$ cat config.mk
export PLATFORM = sky130hd
export DESIGN_NAME = pid_drive_step
export DESIGN_NICKNAME = d
export VERILOG_FILES = /design/src/design/pds_pkg.sv /design/src/design/pid_drive_step.sv
export SDC_FILE = /design/constraint.sdc
export NUM_CORES = 1
export LEC_CHECK = 0
export ABC_AREA = 1
export BUFFER_PORTS_ARGS = -buffer_cell sky130_fd_sc_hd__buf_4
export CAP_MARGIN = 20
export CORE_UTILIZATION = 40
export CTS_CLUSTER_SIZE = 10
export DETAILED_ROUTE_END_ITERATION = 10
export HOLD_SLACK_MARGIN = 0.03
export PLACE_DENSITY_LB_ADDON = 0.15
export SLEW_MARGIN = 40
export SYNTH_ARGS = -nofsm -noshare
export SYNTH_HDL_FRONTEND = slang
export SYNTH_SLANG_ARGS = --single-unit
$ cat constraint.sdc
create_clock -name clock -period 11 [get_ports clock]
set_input_delay 1.1 -clock clock [delete_from_list [all_inputs] [get_ports clock]]
set_output_delay 1.1 -clock clock [all_outputs]
set_load 0.05 [all_outputs]
$ cat src/design/pds_pkg.sv
// shared constants and register codes for the pid drive step block
package pds_pkg;

   localparam int GAIN_WIDTH     = 16;
   localparam int TICK_WIDTH     = 16;
   localparam int DRIVE_WIDTH    = 32;
   localparam int CSR_ADDR_WIDTH = 4;
   localparam int CSR_DATA_WIDTH = 32;

   typedef enum logic [1:0] {
      REG_P_GAIN = 2'd0,
      REG_I_GAIN = 2'd1,
      REG_D_GAIN = 2'd2
   } csr_reg_type;

endpackage

$ cat src/design/pid_drive_step.sv
// pid controller with variable time step, bit-serial multiply and divide
//
// One word is taken at a time. Each word runs through a bit-serial shift-add
// multiplier three times (proportional, integral and derivative products, one
// gain bit per cycle), with the error-times-ticks product done alongside the
// first pass and a restoring divider (one quotient bit per cycle) started at
// acceptance running under the first two passes. The next input word can be
// taken in the same cycle as the result word is presented; a waiting result
// does not block the next input word until the new result is ready to be
// written to the output register. Gains are written through the csr port at
// byte addresses 0, 4 and 8 (proportional, integral, derivative) and read
// back zero-extended.
module pid_drive_step
   import pds_pkg::*;
#(
   parameter int SAMPLE_WIDTH   = 16,
   parameter int GAIN_FRAC_BITS = 8,
   parameter int INTEGRAL_WIDTH = 40
) (
   input  logic                             clock,
   input  logic                             reset,

   input  logic                             req_valid,
   output logic                             req_ready,
   input  logic signed [SAMPLE_WIDTH-1:0]   req_target,
   input  logic signed [SAMPLE_WIDTH-1:0]   req_measured,
   input  logic        [TICK_WIDTH-1:0]     req_elapsed_ticks,

   output logic                             rsp_valid,
   input  logic                             rsp_ready,
   output logic signed [DRIVE_WIDTH-1:0]    rsp_drive,
   output logic                             rsp_clipped,

   input  logic                             csr_psel,
   input  logic                             csr_penable,
   input  logic                             csr_pwrite,
   input  logic        [CSR_ADDR_WIDTH-1:0] csr_paddr,
   input  logic        [CSR_DATA_WIDTH-1:0] csr_pwdata,
   output logic        [CSR_DATA_WIDTH-1:0] csr_prdata,
   output logic                             csr_pready
);

   localparam int SW     = SAMPLE_WIDTH;
   localparam int F      = GAIN_FRAC_BITS;
   localparam int IW     = INTEGRAL_WIDTH;
   localparam int ERR_W  = SW + 1;
   localparam int DIF_W  = SW + 2;
   localparam int ITP_W  = ERR_W + TICK_WIDTH;
   localparam int SUM_W  = ((IW > ITP_W) ? IW : ITP_W) + 1;
   localparam int DQ_W   = SW + 1 + F;
   localparam int DER_W  = DQ_W + 1;
   localparam int D_W    = GAIN_WIDTH + DER_W;
   localparam int DS_W   = D_W - F;
   localparam int P_W    = GAIN_WIDTH + ERR_W;
   localparam int I_W    = GAIN_WIDTH + IW;
   localparam int M1_W   = (P_W > I_W) ? P_W : I_W;
   localparam int M2_W   = (M1_W > DS_W) ? M1_W : DS_W;
   localparam int M3_W   = (M2_W > DRIVE_WIDTH + F) ? M2_W : DRIVE_WIDTH + F;
   localparam int ACC_W  = M3_W + 2;
   localparam int CW     = ACC_W - F;
   localparam int DCNT_W = $clog2(DQ_W + 1);
   localparam int STEP_W = $clog2(GAIN_WIDTH);

   typedef enum logic [2:0] {
      ST_IDLE,
      ST_MUL1,
      ST_ITG,
      ST_MUL2,
      ST_DWAIT,
      ST_MUL3,
      ST_SUM,
      ST_DONE
   } state_type;

   state_type               state_ff, state_in;
   logic [STEP_W-1:0]       step_cnt_ff, step_cnt_in;

   logic [ITP_W-1:0]        itp_ff, itp_in;
   logic [ITP_W-1:0]        itpa_ff, itpa_in;
   logic [TICK_WIDTH-1:0]   tsh_ff, tsh_in;

   logic [ACC_W-1:0]        mac_ff, mac_in;
   logic [ACC_W-1:0]        mca_ff, mca_in;
   logic [GAIN_WIDTH-1:0]   gsh_ff, gsh_in;
   logic [D_W-1:0]          dac_ff, dac_in;
   logic [D_W-1:0]          dca_ff, dca_in;

   logic [TICK_WIDTH-1:0]   rem_ff, rem_in;
   logic [TICK_WIDTH-1:0]   dvs_ff, dvs_in;
   logic [DQ_W-1:0]         num_ff, num_in;
   logic [DCNT_W-1:0]       div_cnt_ff, div_cnt_in;
   logic                    div_busy_ff, div_busy_in;
   logic                    div_neg_ff, div_neg_in;

   logic [IW-1:0]           integral_ff, integral_in;
   logic [ERR_W-1:0]        prev_err_ff, prev_err_in;
   logic                    clip_ff, clip_in;

   logic [GAIN_WIDTH-1:0]   p_gain_ff, p_gain_in;
   logic [GAIN_WIDTH-1:0]   i_gain_ff, i_gain_in;
   logic [GAIN_WIDTH-1:0]   d_gain_ff, d_gain_in;

   logic                    rsp_valid_ff, rsp_valid_in;
   logic [DRIVE_WIDTH-1:0]  rsp_drive_ff, rsp_drive_in;
   logic                    rsp_clipped_ff, rsp_clipped_in;

   logic                    req_take;
   logic                    csr_write;
   logic                    last_step;
   logic [ERR_W-1:0]        err_c;
   logic [DIF_W-1:0]        diff_c;
   logic [DIF_W-1:0]        diff_abs;
   logic [TICK_WIDTH-1:0]   ticks_eff;
   logic [TICK_WIDTH:0]     rem_shift;
   logic [TICK_WIDTH:0]     trial;
   logic                    take_bit;
   logic [DER_W-1:0]        deriv_c;
   logic [SUM_W-1:0]        itg_sum;
   logic [SUM_W-IW:0]       itg_hi;
   logic                    itg_ovf;
   logic [DS_W-1:0]         dshift;
   logic [CW-1:0]           acc_shift;
   logic [CW-DRIVE_WIDTH:0] acc_hi;
   logic                    drv_ovf;
   logic [DRIVE_WIDTH-1:0]  drv_c;

   assign req_ready   = (state_ff == ST_IDLE);
   assign req_take    = req_valid && req_ready;
   assign csr_write   = csr_psel && csr_penable && csr_pwrite;
   assign csr_pready  = 1'b1;
   assign rsp_valid   = rsp_valid_ff;
   assign rsp_drive   = rsp_drive_ff;
   assign rsp_clipped = rsp_clipped_ff;
   assign last_step   = (step_cnt_ff == STEP_W'(GAIN_WIDTH - 1));

   // error, derivative numerator and divisor at acceptance
   assign err_c     = {req_target[SW-1], req_target} - {req_measured[SW-1], req_measured};
   assign diff_c    = {err_c[ERR_W-1], err_c} - {prev_err_ff[ERR_W-1], prev_err_ff};
   assign diff_abs  = diff_c[DIF_W-1] ? (~diff_c + DIF_W'(1)) : diff_c;
   assign ticks_eff = (req_elapsed_ticks == '0) ? TICK_WIDTH'(1) : req_elapsed_ticks;

   // restoring divider step
   assign rem_shift = {rem_ff, num_ff[DQ_W-1]};
   assign trial     = rem_shift - {1'b0, dvs_ff};
   assign take_bit  = ~trial[TICK_WIDTH];
   assign deriv_c   = div_neg_ff ? (~{1'b0, num_ff} + DER_W'(1)) : {1'b0, num_ff};

   // integral update with saturation
   assign itg_sum = {{(SUM_W-IW){integral_ff[IW-1]}}, integral_ff}
                  + {{(SUM_W-ITP_W){itp_ff[ITP_W-1]}}, itp_ff};
   assign itg_hi  = itg_sum[SUM_W-1:IW-1];
   assign itg_ovf = ~((&itg_hi) || ~(|itg_hi));

   // final shift and drive saturation
   assign dshift    = dac_ff[D_W-1:F];
   assign acc_shift = mac_ff[ACC_W-1:F];
   assign acc_hi    = acc_shift[CW-1:DRIVE_WIDTH-1];
   assign drv_ovf   = ~((&acc_hi) || ~(|acc_hi));
   assign drv_c     = drv_ovf ? (acc_shift[CW-1] ? {1'b1, {(DRIVE_WIDTH-1){1'b0}}}
                                                 : {1'b0, {(DRIVE_WIDTH-1){1'b1}}})
                              : acc_shift[DRIVE_WIDTH-1:0];

   always_comb begin
      unique case (csr_paddr[3:2])
         REG_P_GAIN: csr_prdata = CSR_DATA_WIDTH'(p_gain_ff);
         REG_I_GAIN: csr_prdata = CSR_DATA_WIDTH'(i_gain_ff);
         REG_D_GAIN: csr_prdata = CSR_DATA_WIDTH'(d_gain_ff);
         default:    csr_prdata = '0;
      endcase
   end

   always_comb begin
      state_in       = state_ff;
      step_cnt_in    = step_cnt_ff;
      itp_in         = itp_ff;
      itpa_in        = itpa_ff;
      tsh_in         = tsh_ff;
      mac_in         = mac_ff;
      mca_in         = mca_ff;
      gsh_in         = gsh_ff;
      dac_in         = dac_ff;
      dca_in         = dca_ff;
      rem_in         = rem_ff;
      dvs_in         = dvs_ff;
      num_in         = num_ff;
      div_cnt_in     = div_cnt_ff;
      div_busy_in    = div_busy_ff;
      div_neg_in     = div_neg_ff;
      integral_in    = integral_ff;
      prev_err_in    = prev_err_ff;
      clip_in        = clip_ff;
      p_gain_in      = p_gain_ff;
      i_gain_in      = i_gain_ff;
      d_gain_in      = d_gain_ff;
      rsp_valid_in   = rsp_valid_ff && !rsp_ready;
      rsp_drive_in   = rsp_drive_ff;
      rsp_clipped_in = rsp_clipped_ff;

      if (csr_write) begin
         unique case (csr_paddr[3:2])
            REG_P_GAIN: p_gain_in = csr_pwdata[GAIN_WIDTH-1:0];
            REG_I_GAIN: i_gain_in = csr_pwdata[GAIN_WIDTH-1:0];
            REG_D_GAIN: d_gain_in = csr_pwdata[GAIN_WIDTH-1:0];
            default: begin
            end
         endcase
      end

      if (div_busy_ff) begin
         rem_in     = take_bit ? trial[TICK_WIDTH-1:0] : rem_shift[TICK_WIDTH-1:0];
         num_in     = {num_ff[DQ_W-2:0], take_bit};
         div_cnt_in = div_cnt_ff + DCNT_W'(1);
         if (div_cnt_ff == DCNT_W'(DQ_W - 1)) begin
            div_busy_in = 1'b0;
         end
      end

      unique case (state_ff)
         ST_IDLE: begin
            if (req_take) begin
               itp_in      = '0;
               itpa_in     = {{(ITP_W-ERR_W){err_c[ERR_W-1]}}, err_c};
               tsh_in      = ticks_eff;
               mac_in      = '0;
               mca_in      = {{(ACC_W-ERR_W){err_c[ERR_W-1]}}, err_c};
               gsh_in      = p_gain_ff;
               step_cnt_in = '0;
               rem_in      = '0;
               dvs_in      = ticks_eff;
               num_in      = DQ_W'(diff_abs[DIF_W-2:0]) << F;
               div_cnt_in  = '0;
               div_busy_in = 1'b1;
               div_neg_in  = diff_c[DIF_W-1];
               prev_err_in = err_c;
               clip_in     = 1'b0;
               state_in    = ST_MUL1;
            end
         end
         ST_MUL1: begin
            if (tsh_ff[0]) begin
               itp_in = itp_ff + itpa_ff;
            end
            itpa_in = itpa_ff << 1;
            tsh_in  = tsh_ff >> 1;
            if (gsh_ff[0]) begin
               mac_in = last_step ? (mac_ff - mca_ff) : (mac_ff + mca_ff);
            end
            mca_in      = mca_ff << 1;
            gsh_in      = gsh_ff >> 1;
            step_cnt_in = step_cnt_ff + STEP_W'(1);
            if (last_step) begin
               state_in = ST_ITG;
            end
         end
         ST_ITG: begin
            if (itg_ovf) begin
               integral_in = itg_sum[SUM_W-1] ? {1'b1, {(IW-1){1'b0}}}
                                              : {1'b0, {(IW-1){1'b1}}};
            end else begin
               integral_in = itg_sum[IW-1:0];
            end
            clip_in     = clip_ff | itg_ovf;
            mca_in      = {{(ACC_W-IW){integral_in[IW-1]}}, integral_in};
            gsh_in      = i_gain_ff;
            step_cnt_in = '0;
            state_in    = ST_MUL2;
         end
         ST_MUL2: begin
            if (gsh_ff[0]) begin
               mac_in = last_step ? (mac_ff - mca_ff) : (mac_ff + mca_ff);
            end
            mca_in      = mca_ff << 1;
            gsh_in      = gsh_ff >> 1;
            step_cnt_in = step_cnt_ff + STEP_W'(1);
            if (last_step) begin
               if (div_busy_ff) begin
                  state_in = ST_DWAIT;
               end else begin
                  dac_in      = '0;
                  dca_in      = {{(D_W-DER_W){deriv_c[DER_W-1]}}, deriv_c};
                  gsh_in      = d_gain_ff;
                  step_cnt_in = '0;
                  state_in    = ST_MUL3;
               end
            end
         end
         ST_DWAIT: begin
            if (!div_busy_ff) begin
               dac_in      = '0;
               dca_in      = {{(D_W-DER_W){deriv_c[DER_W-1]}}, deriv_c};
               gsh_in      = d_gain_ff;
               step_cnt_in = '0;
               state_in    = ST_MUL3;
            end
         end
         ST_MUL3: begin
            if (gsh_ff[0]) begin
               dac_in = last_step ? (dac_ff - dca_ff) : (dac_ff + dca_ff);
            end
            dca_in      = dca_ff << 1;
            gsh_in      = gsh_ff >> 1;
            step_cnt_in = step_cnt_ff + STEP_W'(1);
            if (last_step) begin
               state_in = ST_SUM;
            end
         end
         ST_SUM: begin
            mac_in   = mac_ff + {{(ACC_W-DS_W){dshift[DS_W-1]}}, dshift};
            state_in = ST_DONE;
         end
         ST_DONE: begin
            if (!rsp_valid_ff || rsp_ready) begin
               rsp_valid_in   = 1'b1;
               rsp_drive_in   = drv_c;
               rsp_clipped_in = clip_ff | drv_ovf;
               state_in       = ST_IDLE;
            end
         end
         default: begin
            state_in = ST_IDLE;
         end
      endcase
   end

   always_ff @(posedge clock) begin
      if (reset) begin
         state_ff     <= ST_IDLE;
         div_busy_ff  <= 1'b0;
         integral_ff  <= '0;
         prev_err_ff  <= '0;
         p_gain_ff    <= '0;
         i_gain_ff    <= '0;
         d_gain_ff    <= '0;
         rsp_valid_ff <= 1'b0;
      end else begin
         state_ff     <= state_in;
         div_busy_ff  <= div_busy_in;
         integral_ff  <= integral_in;
         prev_err_ff  <= prev_err_in;
         p_gain_ff    <= p_gain_in;
         i_gain_ff    <= i_gain_in;
         d_gain_ff    <= d_gain_in;
         rsp_valid_ff <= rsp_valid_in;
      end
      step_cnt_ff    <= step_cnt_in;
      itp_ff         <= itp_in;
      itpa_ff        <= itpa_in;
      tsh_ff         <= tsh_in;
      mac_ff         <= mac_in;
      mca_ff         <= mca_in;
      gsh_ff         <= gsh_in;
      dac_ff         <= dac_in;
      dca_ff         <= dca_in;
      rem_ff         <= rem_in;
      dvs_ff         <= dvs_in;
      num_ff         <= num_in;
      div_cnt_ff     <= div_cnt_in;
      div_neg_ff     <= div_neg_in;
      clip_ff        <= clip_in;
      rsp_drive_ff   <= rsp_drive_in;
      rsp_clipped_ff <= rsp_clipped_in;
   end

endmodule

==> impl_summary.txt, run 1 <==
----------------------------------------------------
[Status]
  Result of the run ... complete, no violations

[Yosys]
  Top flip-flop cell by instance count after synthesis ... edfxtp_1
  Gate Count Post-Synth ... roughly 5400
  Share of the synthesized area in the top cell type ... 0.2745
  Top cells by area, synth ... edfxtp_1 27%, nand2_1 12%, dfxtp_1 8.1%, ha_1 7.5%, a21oi_1 6.8%
  Mapped Avg Cell Area ... 7.180 sq um
  Post-synth ARST share ... 0
  Register area share after synthesis ... 0.3553
  Number of different library cells in the post-synthesis netlist ... between 60 and 70
  Cell taking the most area after synthesis ... edfxtp_1
  Cell area after technology mapping ... about 39000 sq um
  Synthesis warning total ... 0
  Count of flip-flops with a built-in enable after synthesis ... approximately 350
  Synthesis-stage register bit count ... just over 500

[Pwr]
  Psw ... 5.687 mW
  Combinational share of power ... 0.535
  Lkg Pwr ... slightly below 20 nW
  Power per Cell Area ... 277.5 nW/um^2
  Clk network pwr share ... 0.187
  Max VDD drop ... around 0.15 mV
  Proportion of power drawn by flip-flops and latches ... 0.279
  Switch share ... 0.4761
  Int Pwr ... between 6 and 7 mW
  Total power consumption of the routed design ... between 10 and 15 mW

[Worst setup path]
  Data required time at the worst endpoint ... roughly 11 ns
  Crit end category ... flop
  Worst setup slack for register-to-register paths ... 4.94 ns
  R2R Path End ... mac_ff[49]
  Capturing element of the worst setup path ... mac_ff[49]
  Highest fanout seen on the critical path ... 45
  Critical path class ... flop to flop
  Reg-to-Reg Start ... step_cnt_ff[0]
  Worst Setup Start Kind ... flop
  Arrival time reported for the critical path endpoint ... roughly 6.4 ns
  Worst setup path startpoint ... step_cnt_ff[0]
  Worst Reg2Reg Path Length in Cells ... 22

[Timing]
  Transition time at the pin with the least slew margin ... just under 0.9 ns
  Final worst-path setup slack ... between 4 and 5 ns
  Time the worst path needs with I/O delays and setup ... roughly 6 ns
  Hold violation total from the final report ... 0
  Final setup violating endpoints ... 0
  Post-Route Setup TNS ... 0 ns
  Worst relative slew slack ... 0.4163
  Unrepaired setup endpoints after global routing ... no
  Period utilisation layout ... 0.5505
  Clock skew ... 0.02495 ns
  Number of pins with negative max-slew slack in the final report ... 0
  Highest Clock Rate ... roughly 170 MHz

[Global routing]
  Global-route wire length before repair ... 182100 um
  Pin count of the biggest net entering global routing ... 76
  Global-route usage over all layers ... 0.2328
  Via count of the first global-routing pass ... ~33000
  Residual overflow from global routing ... 0
  Number of antenna violations at the first check in global routing ... 3

[Layout]
  Area Growth Syn to Fin ... 11.48%
  Final net count ... between 5000 and 6000
  Antenna diode count ... 0
  Layout cells sized above 1 ... 0.07060

[Clock network]
  Hold-fix buffer count after cts ... 0
  CTS tree ... built
  TritonCTS Buffers ... between 60 and 70
  Number of clock sinks ... 509
  Post-CTS Setup Bufs ... 0
  Clock-pin slew on the worst setup and hold paths ... approximately 0.050 ns
  Clk_lat worst skew ... 0.65 ns
  Cts repair resizes ... 0
  H-tree Lvls ... 3
  Root buffer cell ... clkbuf_16
  Max Root-Sink Buffers ... 3

[Die]
  Area enclosed by the die boundary ... approximately 98000 sq um
  Die extent in x ... ~310 um
  Core area ... 95290 sq um
  Effective utilization at floorplan ... 0.4053
  Count of boundary I/O pins ... 159
  Row count ... roughly 110
  Die Height ... 312.7 um

[Detailed routing]
  Avg Vias per Cell ... 5.193
  DRC violation count after routing ... 0
  Post-detailed-route count of antenna-violating nets ... 0
  Initial DRT Pass Iterations ... 6
  Vias ... 35180
  Final wirelength ... between 100000 and 150000 um
  1st-iter DRT viols ... 2365
  Routed length per instance ... around 17 um

[Hold path]
  Hold path startpoint ... div_cnt_ff[4]
  Worst min path class ... flop to flop

[Place]
  Worst slack at placement ... approximately 4.8 ns
  Total of buffers placed on input and output ports ... 123
  Estimated wirelength of the detail-placed design ... a little under 90000 um
  Placer Congestion ... 0.9336

[Flow run]
  Max_cap viols ... 0

----------------------------------------------------
[power groups by stage]
stage | registers [mW] | logic, mW | clock network [mW]
floorplan | 3.19 | 4.75 | 0
global placement | 3.36 | 6.27 | 0
detailed placement | 3.36 | 6.30 | 0
CTS | 3.33 | 6.34 | 2.29
global route | 3.40 | 7.23 | 2.36
finish | 3.33 | 6.39 | 2.23
[synth_stat cells, drive strengths merged (13+ instances only)]
library cell,instances
a21boi,16
a21o,20
a21oi,532
a221oi,21
a31oi,61
buf,43
clkbuf,126
dfxtp,156
edfxtp,353
ha,232
inv,711
nand2,1259
nand3,195
nand4,55
nor2,648
nor3,58
nor4,27
o211ai,63
o21a,39
o21ai,442
o22ai,13
o31ai,13
or2,15
xnor2,45
xor2,152
[registers in the layout (all words and copies together), names as in the netlist, 17 cells and up]
signal       cells
dac_ff          42
itpa_ff         33
dca_ff          42
itp_ff          33
mac_ff          58
mca_ff          58
prev_err_ff     17
rsp_drive       32
integral_ff     40
num_ff          25
[area by class of cell]
| type | count | area, sq um |
|---|---|---|
| fillers | 9883 | 52240 |
| inverters | 717 | 2693 |
| well taps | 1265 | 1583 |
| flip-flops and latches | 509 | 13720 |
| repair buffers | 165 | 1275 |
| clock buffers | 98 | 1867 |
| clock inverters | 22 | 335.3 |
| multi-input cells | 3999 | 21570 |
[worst max-delay path, cell delays in order, from the launching register on]
cell and delay (ns):
edfxtp_1 0.41, ha_1 0.28, nand3_4 0.33, buf_4 0.44, buf_12 0.28, nand2_1 0.15, nand3_1 0.10, nand2_1 0.15
nor2_1 0.18, inv_1 0.07, nor2_1 0.17, nand3_1 0.16, nor4_1 0.58, xor2_1 0.18, a21oi_1 0.35, ha_1 0.32
a21oi_1 0.21, o21ai_0 0.17, a21oi_1 0.25, o21ai_0 0.14, a221oi_1 0.54, or2_2 0.22, a21oi_1 0.05
[placed cells by master (no fill, tap or decap), types with 24 or more instances in the layout]
| cell type | count |
|---|---|
| nand3_1 | 184 |
| nand4_1 | 53 |
| a21oi_1 | 527 |
| nor4_1 | 26 |
| o21ai_0 | 417 |
| nor2_1 | 609 |
| inv_1 | 689 |
| ha_1 | 232 |
| xnor2_1 | 45 |
| clkbuf_1 | 27 |
| clkbuf_16 | 70 |
| dfxtp_1 | 155 |
| o21a_1 | 38 |
| buf_4 | 162 |
| o211ai_1 | 62 |
| nand2_1 | 1231 |
| a31oi_1 | 61 |
| nand2_2 | 24 |
| edfxtp_1 | 353 |
| nor3_1 | 51 |
| xor2_1 | 150 |
[kinds of logic after synthesis]
kind of cell / after synthesis / share of synthesized area
AO/OA/AOI/OAI: 1269 / 0.1841
AND/OR/NAND/NOR: 2277 / 0.2470
flip-flops: 509 / 0.3553
adder cells (fa/ha/maj): 239 / 0.07879
buffers and inverters: 886 / 0.08984
other: 2 / 0.0001945
XOR/XNOR: 197 / 0.04468
[worst min-delay path by stage]
stage                                to  slack [ns]  cells past startpoint
after CTS                 div_cnt_ff[4]        0.45                      1
after global routing      div_cnt_ff[4]        0.48                      1
after global placement    div_cnt_ff[4]        0.43                      1
after detailed placement  div_cnt_ff[4]        0.44                      1
final                     div_cnt_ff[4]        0.45                      1
after floorplan           div_cnt_ff[4]        0.42                      1
[per-layer routing]
metal,vias up,GRT usage,part of all wire
met5,-,0,0.00023
met1,16050,0.3235,0.48
met4,4,0.06885,0.024
met2,802,0.3763,0.45
met3,155,0.03057,0.049
li1,18180,-,-
[metrics by stage]
step | util | cell area, sq um | instances | hold WS (ns)
after detailed placement | 0.4284 | 40830 | 6654 | 0.4447
final | 0.4518 | 43050 | 6775 | 0.4529
after floorplan | - | 38680 | 5394 | 0.4230
after global placement | 0.4278 | 40770 | 6653 | 0.4346
after CTS | 0.4515 | 43030 | 6774 | 0.4524
after global routing | 0.4518 | 43050 | 6775 | 0.4845
Power figures use the tool's default switching activity.
==> inputs of run 2 (changes only) <==
==> constraint.sdc (replaced) <==
create_clock -name clock -period 5.3 [get_ports clock]
set_input_delay 0.53 -clock clock [delete_from_list [all_inputs] [get_ports clock]]
set_output_delay 0.53 -clock clock [all_outputs]
set_load 0.05 [all_outputs]
==> run 2 against run 1 <==
- fmax up 22%
- global-route usage up 0.21 points
- setup slack worse by 4.6 ns
- critical path depth up 6
- first-iteration DRC count up 2.8%
- sequential power up 110%
- register-to-register slack worse by 4.6 ns
- clock skew up 0.0024 ns
- core utilization up 0.49 points
- worst hold slack worse by 0.36 ns
- flip-flop and latch count unchanged
- count of clock-buffer cells in the layout up 5
- largest cell class unchanged
- largest power group unchanged
==> impl_summary.txt, run 2 (synthesis results as in run 1) <==
----------------------------------------------------
[Pwr]
  Max VDD drop ... around 0.3 mV
  Combinational share of power ... 0.546
  Clk network pwr share ... 0.178
  Switch share ... 0.4740
  Int Pwr ... 13.19 mW
  Power per Cell Area ... 576.3 nW/um^2
  Psw ... around 12 mW
  Total power consumption of the routed design ... 25.08 mW
  Lkg Pwr ... roughly 20 nW
  Proportion of power drawn by flip-flops and latches ... 0.276

[Detailed routing]
  Final wirelength ... roughly 120000 um
  1st-iter DRT viols ... 2432
  Routed length per instance ... approximately 17 um
  DRC violation count after routing ... 0
  Vias ... between 30000 and 40000
  Initial DRT Pass Iterations ... 5
  Post-detailed-route count of antenna-violating nets ... 0
  Avg Vias per Cell ... 5.224

[Timing]
  Final worst-path setup slack ... roughly 0.33 ns
  Period utilisation layout ... 0.9384
  Hold violation total from the final report ... 0
  Final setup violating endpoints ... 0
  Highest Clock Rate ... about 200 MHz
  Worst relative slew slack ... 0.4628
  Clock skew ... between 0.02 and 0.03 ns
  Transition time at the pin with the least slew margin ... about 0.8 ns
  Time the worst path needs with I/O delays and setup ... 4.974 ns
  Number of pins with negative max-slew slack in the final report ... 0
  Post-Route Setup TNS ... 0 ns
  Unrepaired setup endpoints after global routing ... yes

[Worst setup path]
  Slowest library cell on the worst path ... edfxtp_1
  Critical path class ... flop to flop
  Data required time at the worst endpoint ... ~5.8 ns
  Crit end category ... flop
  Highest fanout seen on the critical path ... 27
  Worst Setup Start Kind ... flop
  Dominant cell type by count on the critical path ... inv_1
  Delay contributed by the slowest stage of the critical path ... about 0.38 ns
  Arrival time reported for the critical path endpoint ... 5.46 ns

[Clock network]
  Clk_lat worst skew ... roughly 0.64 ns
  Clock-pin slew on the worst setup and hold paths ... about 0.06 ns
  Number of clock sinks ... between 500 and 600
  CTS tree ... built
  TritonCTS Buffers ... 67
  Max Root-Sink Buffers ... 3
  Root buffer cell ... clkbuf_16
  H-tree Lvls ... 3

[Place]
  Total of buffers placed on input and output ports ... 123
  Worst slack at placement ... between 0.2 and 0.25 ns
  Placer Congestion ... approximately 0.9
  Estimated wirelength of the detail-placed design ... roughly 90000 um

[Global routing]
  Residual overflow from global routing ... 0
  Global-route wire length before repair ... around 180000 um
  Via count of the first global-routing pass ... 33820
  Pin count of the biggest net entering global routing ... 93
  Number of antenna violations at the first check in global routing ... 3
  Global-route usage over all layers ... 0.2349

[Layout]
  Fraction of the core area covered by cells at the end of the flow ... 0.4566
  Antenna diode count ... 0
  Area Growth Syn to Fin ... 12.67%
  Footprint of the multi-input gates ... around 22000 sq um
  Storage cell area ... ~14000 sq um
  Fill cell count ... between 9000 and 10000
  Commonest non-fill, non-tap cells in the layout ... 1231 x nand2_1, 688 x inv_1, 606 x nor2_1, 524 x a21oi_1, 416 x o21ai_0
  Layout cells sized above 1 ... 0.08468
  Final net count ... 5854
  Registers with the most flip-flops ... mac_ff: 58 flops, mca_ff: 58 flops
  Commonest non-fill, non-tap cell in the layout ... nand2_1

[Die]
  Effective utilization at floorplan ... 0.4053
  Die Height ... between 300 and 400 um
  Count of boundary I/O pins ... 159
  Core area ... 95290 sq um
  Area enclosed by the die boundary ... just under 100000 sq um
  Die extent in x ... around 310 um
  Row count ... 113

[Flow run]
  Max_cap viols ... 0

[Status]
  Result of the run ... complete, no violations

[Hold path]
  Worst min path class ... input port to flop

----------------------------------------------------
-- run 2: final timing paths --
| path | start | to | slack (ns) | cells after the start |
|---|---|---|---|---|
| setup / recovery | step_cnt_ff[0] | mac_ff[55] | 0.33 | 28 |
| hold / removal | req_elapsed_ticks[8] | dvs_ff[8] | 0.1 | 1 |
| setup reg to reg | step_cnt_ff[0] | mac_ff[55] | 0.33 | 28 |
| hold reg to reg | div_cnt_ff[4] | div_cnt_ff[4] | 0.46 | 1 |
-- run 2: layout make-up --
| cell class | instances | share of cell area |
|---|---|---|
| clock buffers | 103 | 0.04373 |
| clock inverters | 16 | 0.004371 |
| well taps | 1265 | 0.03637 |
| inverters | 717 | 0.06194 |
| flip-flops and latches | 509 | 0.3154 |
| multi-input cells | 3999 | 0.4974 |
| repair buffers | 230 | 0.04080 |
-- run 2: through the flow --
stage	hold WS, ns	cell area [sq um]	cells
after CTS	0.05972	43400	6837
after global placement	0.4428	41270	6717
after floorplan	0.4230	38680	5394
after global routing	0.07266	43510	6839
after detailed placement	0.4588	41310	6718
final	0.09653	43510	6839
-- run 2: metal layers --
metal | share of wire | GRT usage
met5 | 0.00016 | 0
met4 | 0.028 | 0.06685
met3 | 0.051 | 0.03169
met2 | 0.45 | 0.3779
met1 | 0.47 | 0.3282
-- run 2: what timing repair did --
| item | 4_1_cts | 5_1_grt |
|---|---|---|
| gates resized for setup | 0 | 20 |
| setup endpoints to repair | 0 | 15 |
| hold buffers | 0 | 0 |
| setup buffers | 0 | 2 |
-- run 2: critical path, delay by kind of cell, from the launching register on --
family,cells,cell delay [ns]
fa+ha+maj,2,0.58
simple gates,11,1.46
buf+inv,7,0.83
xor+xnor,1,0.16
flops,1,0.38
compound gates,7,1.40
-- run 2: power groups by stage --
stage                     logic [mW]  registers (mW)  clock network, mW
after floorplan                 9.86            6.62                  0
after global placement          13.4            6.96                  0
after detailed placement        13.5            6.97                  0
after CTS                       13.5            6.90               4.59
after global routing            15.5            7.07               4.70
final                           13.7            6.92               4.47
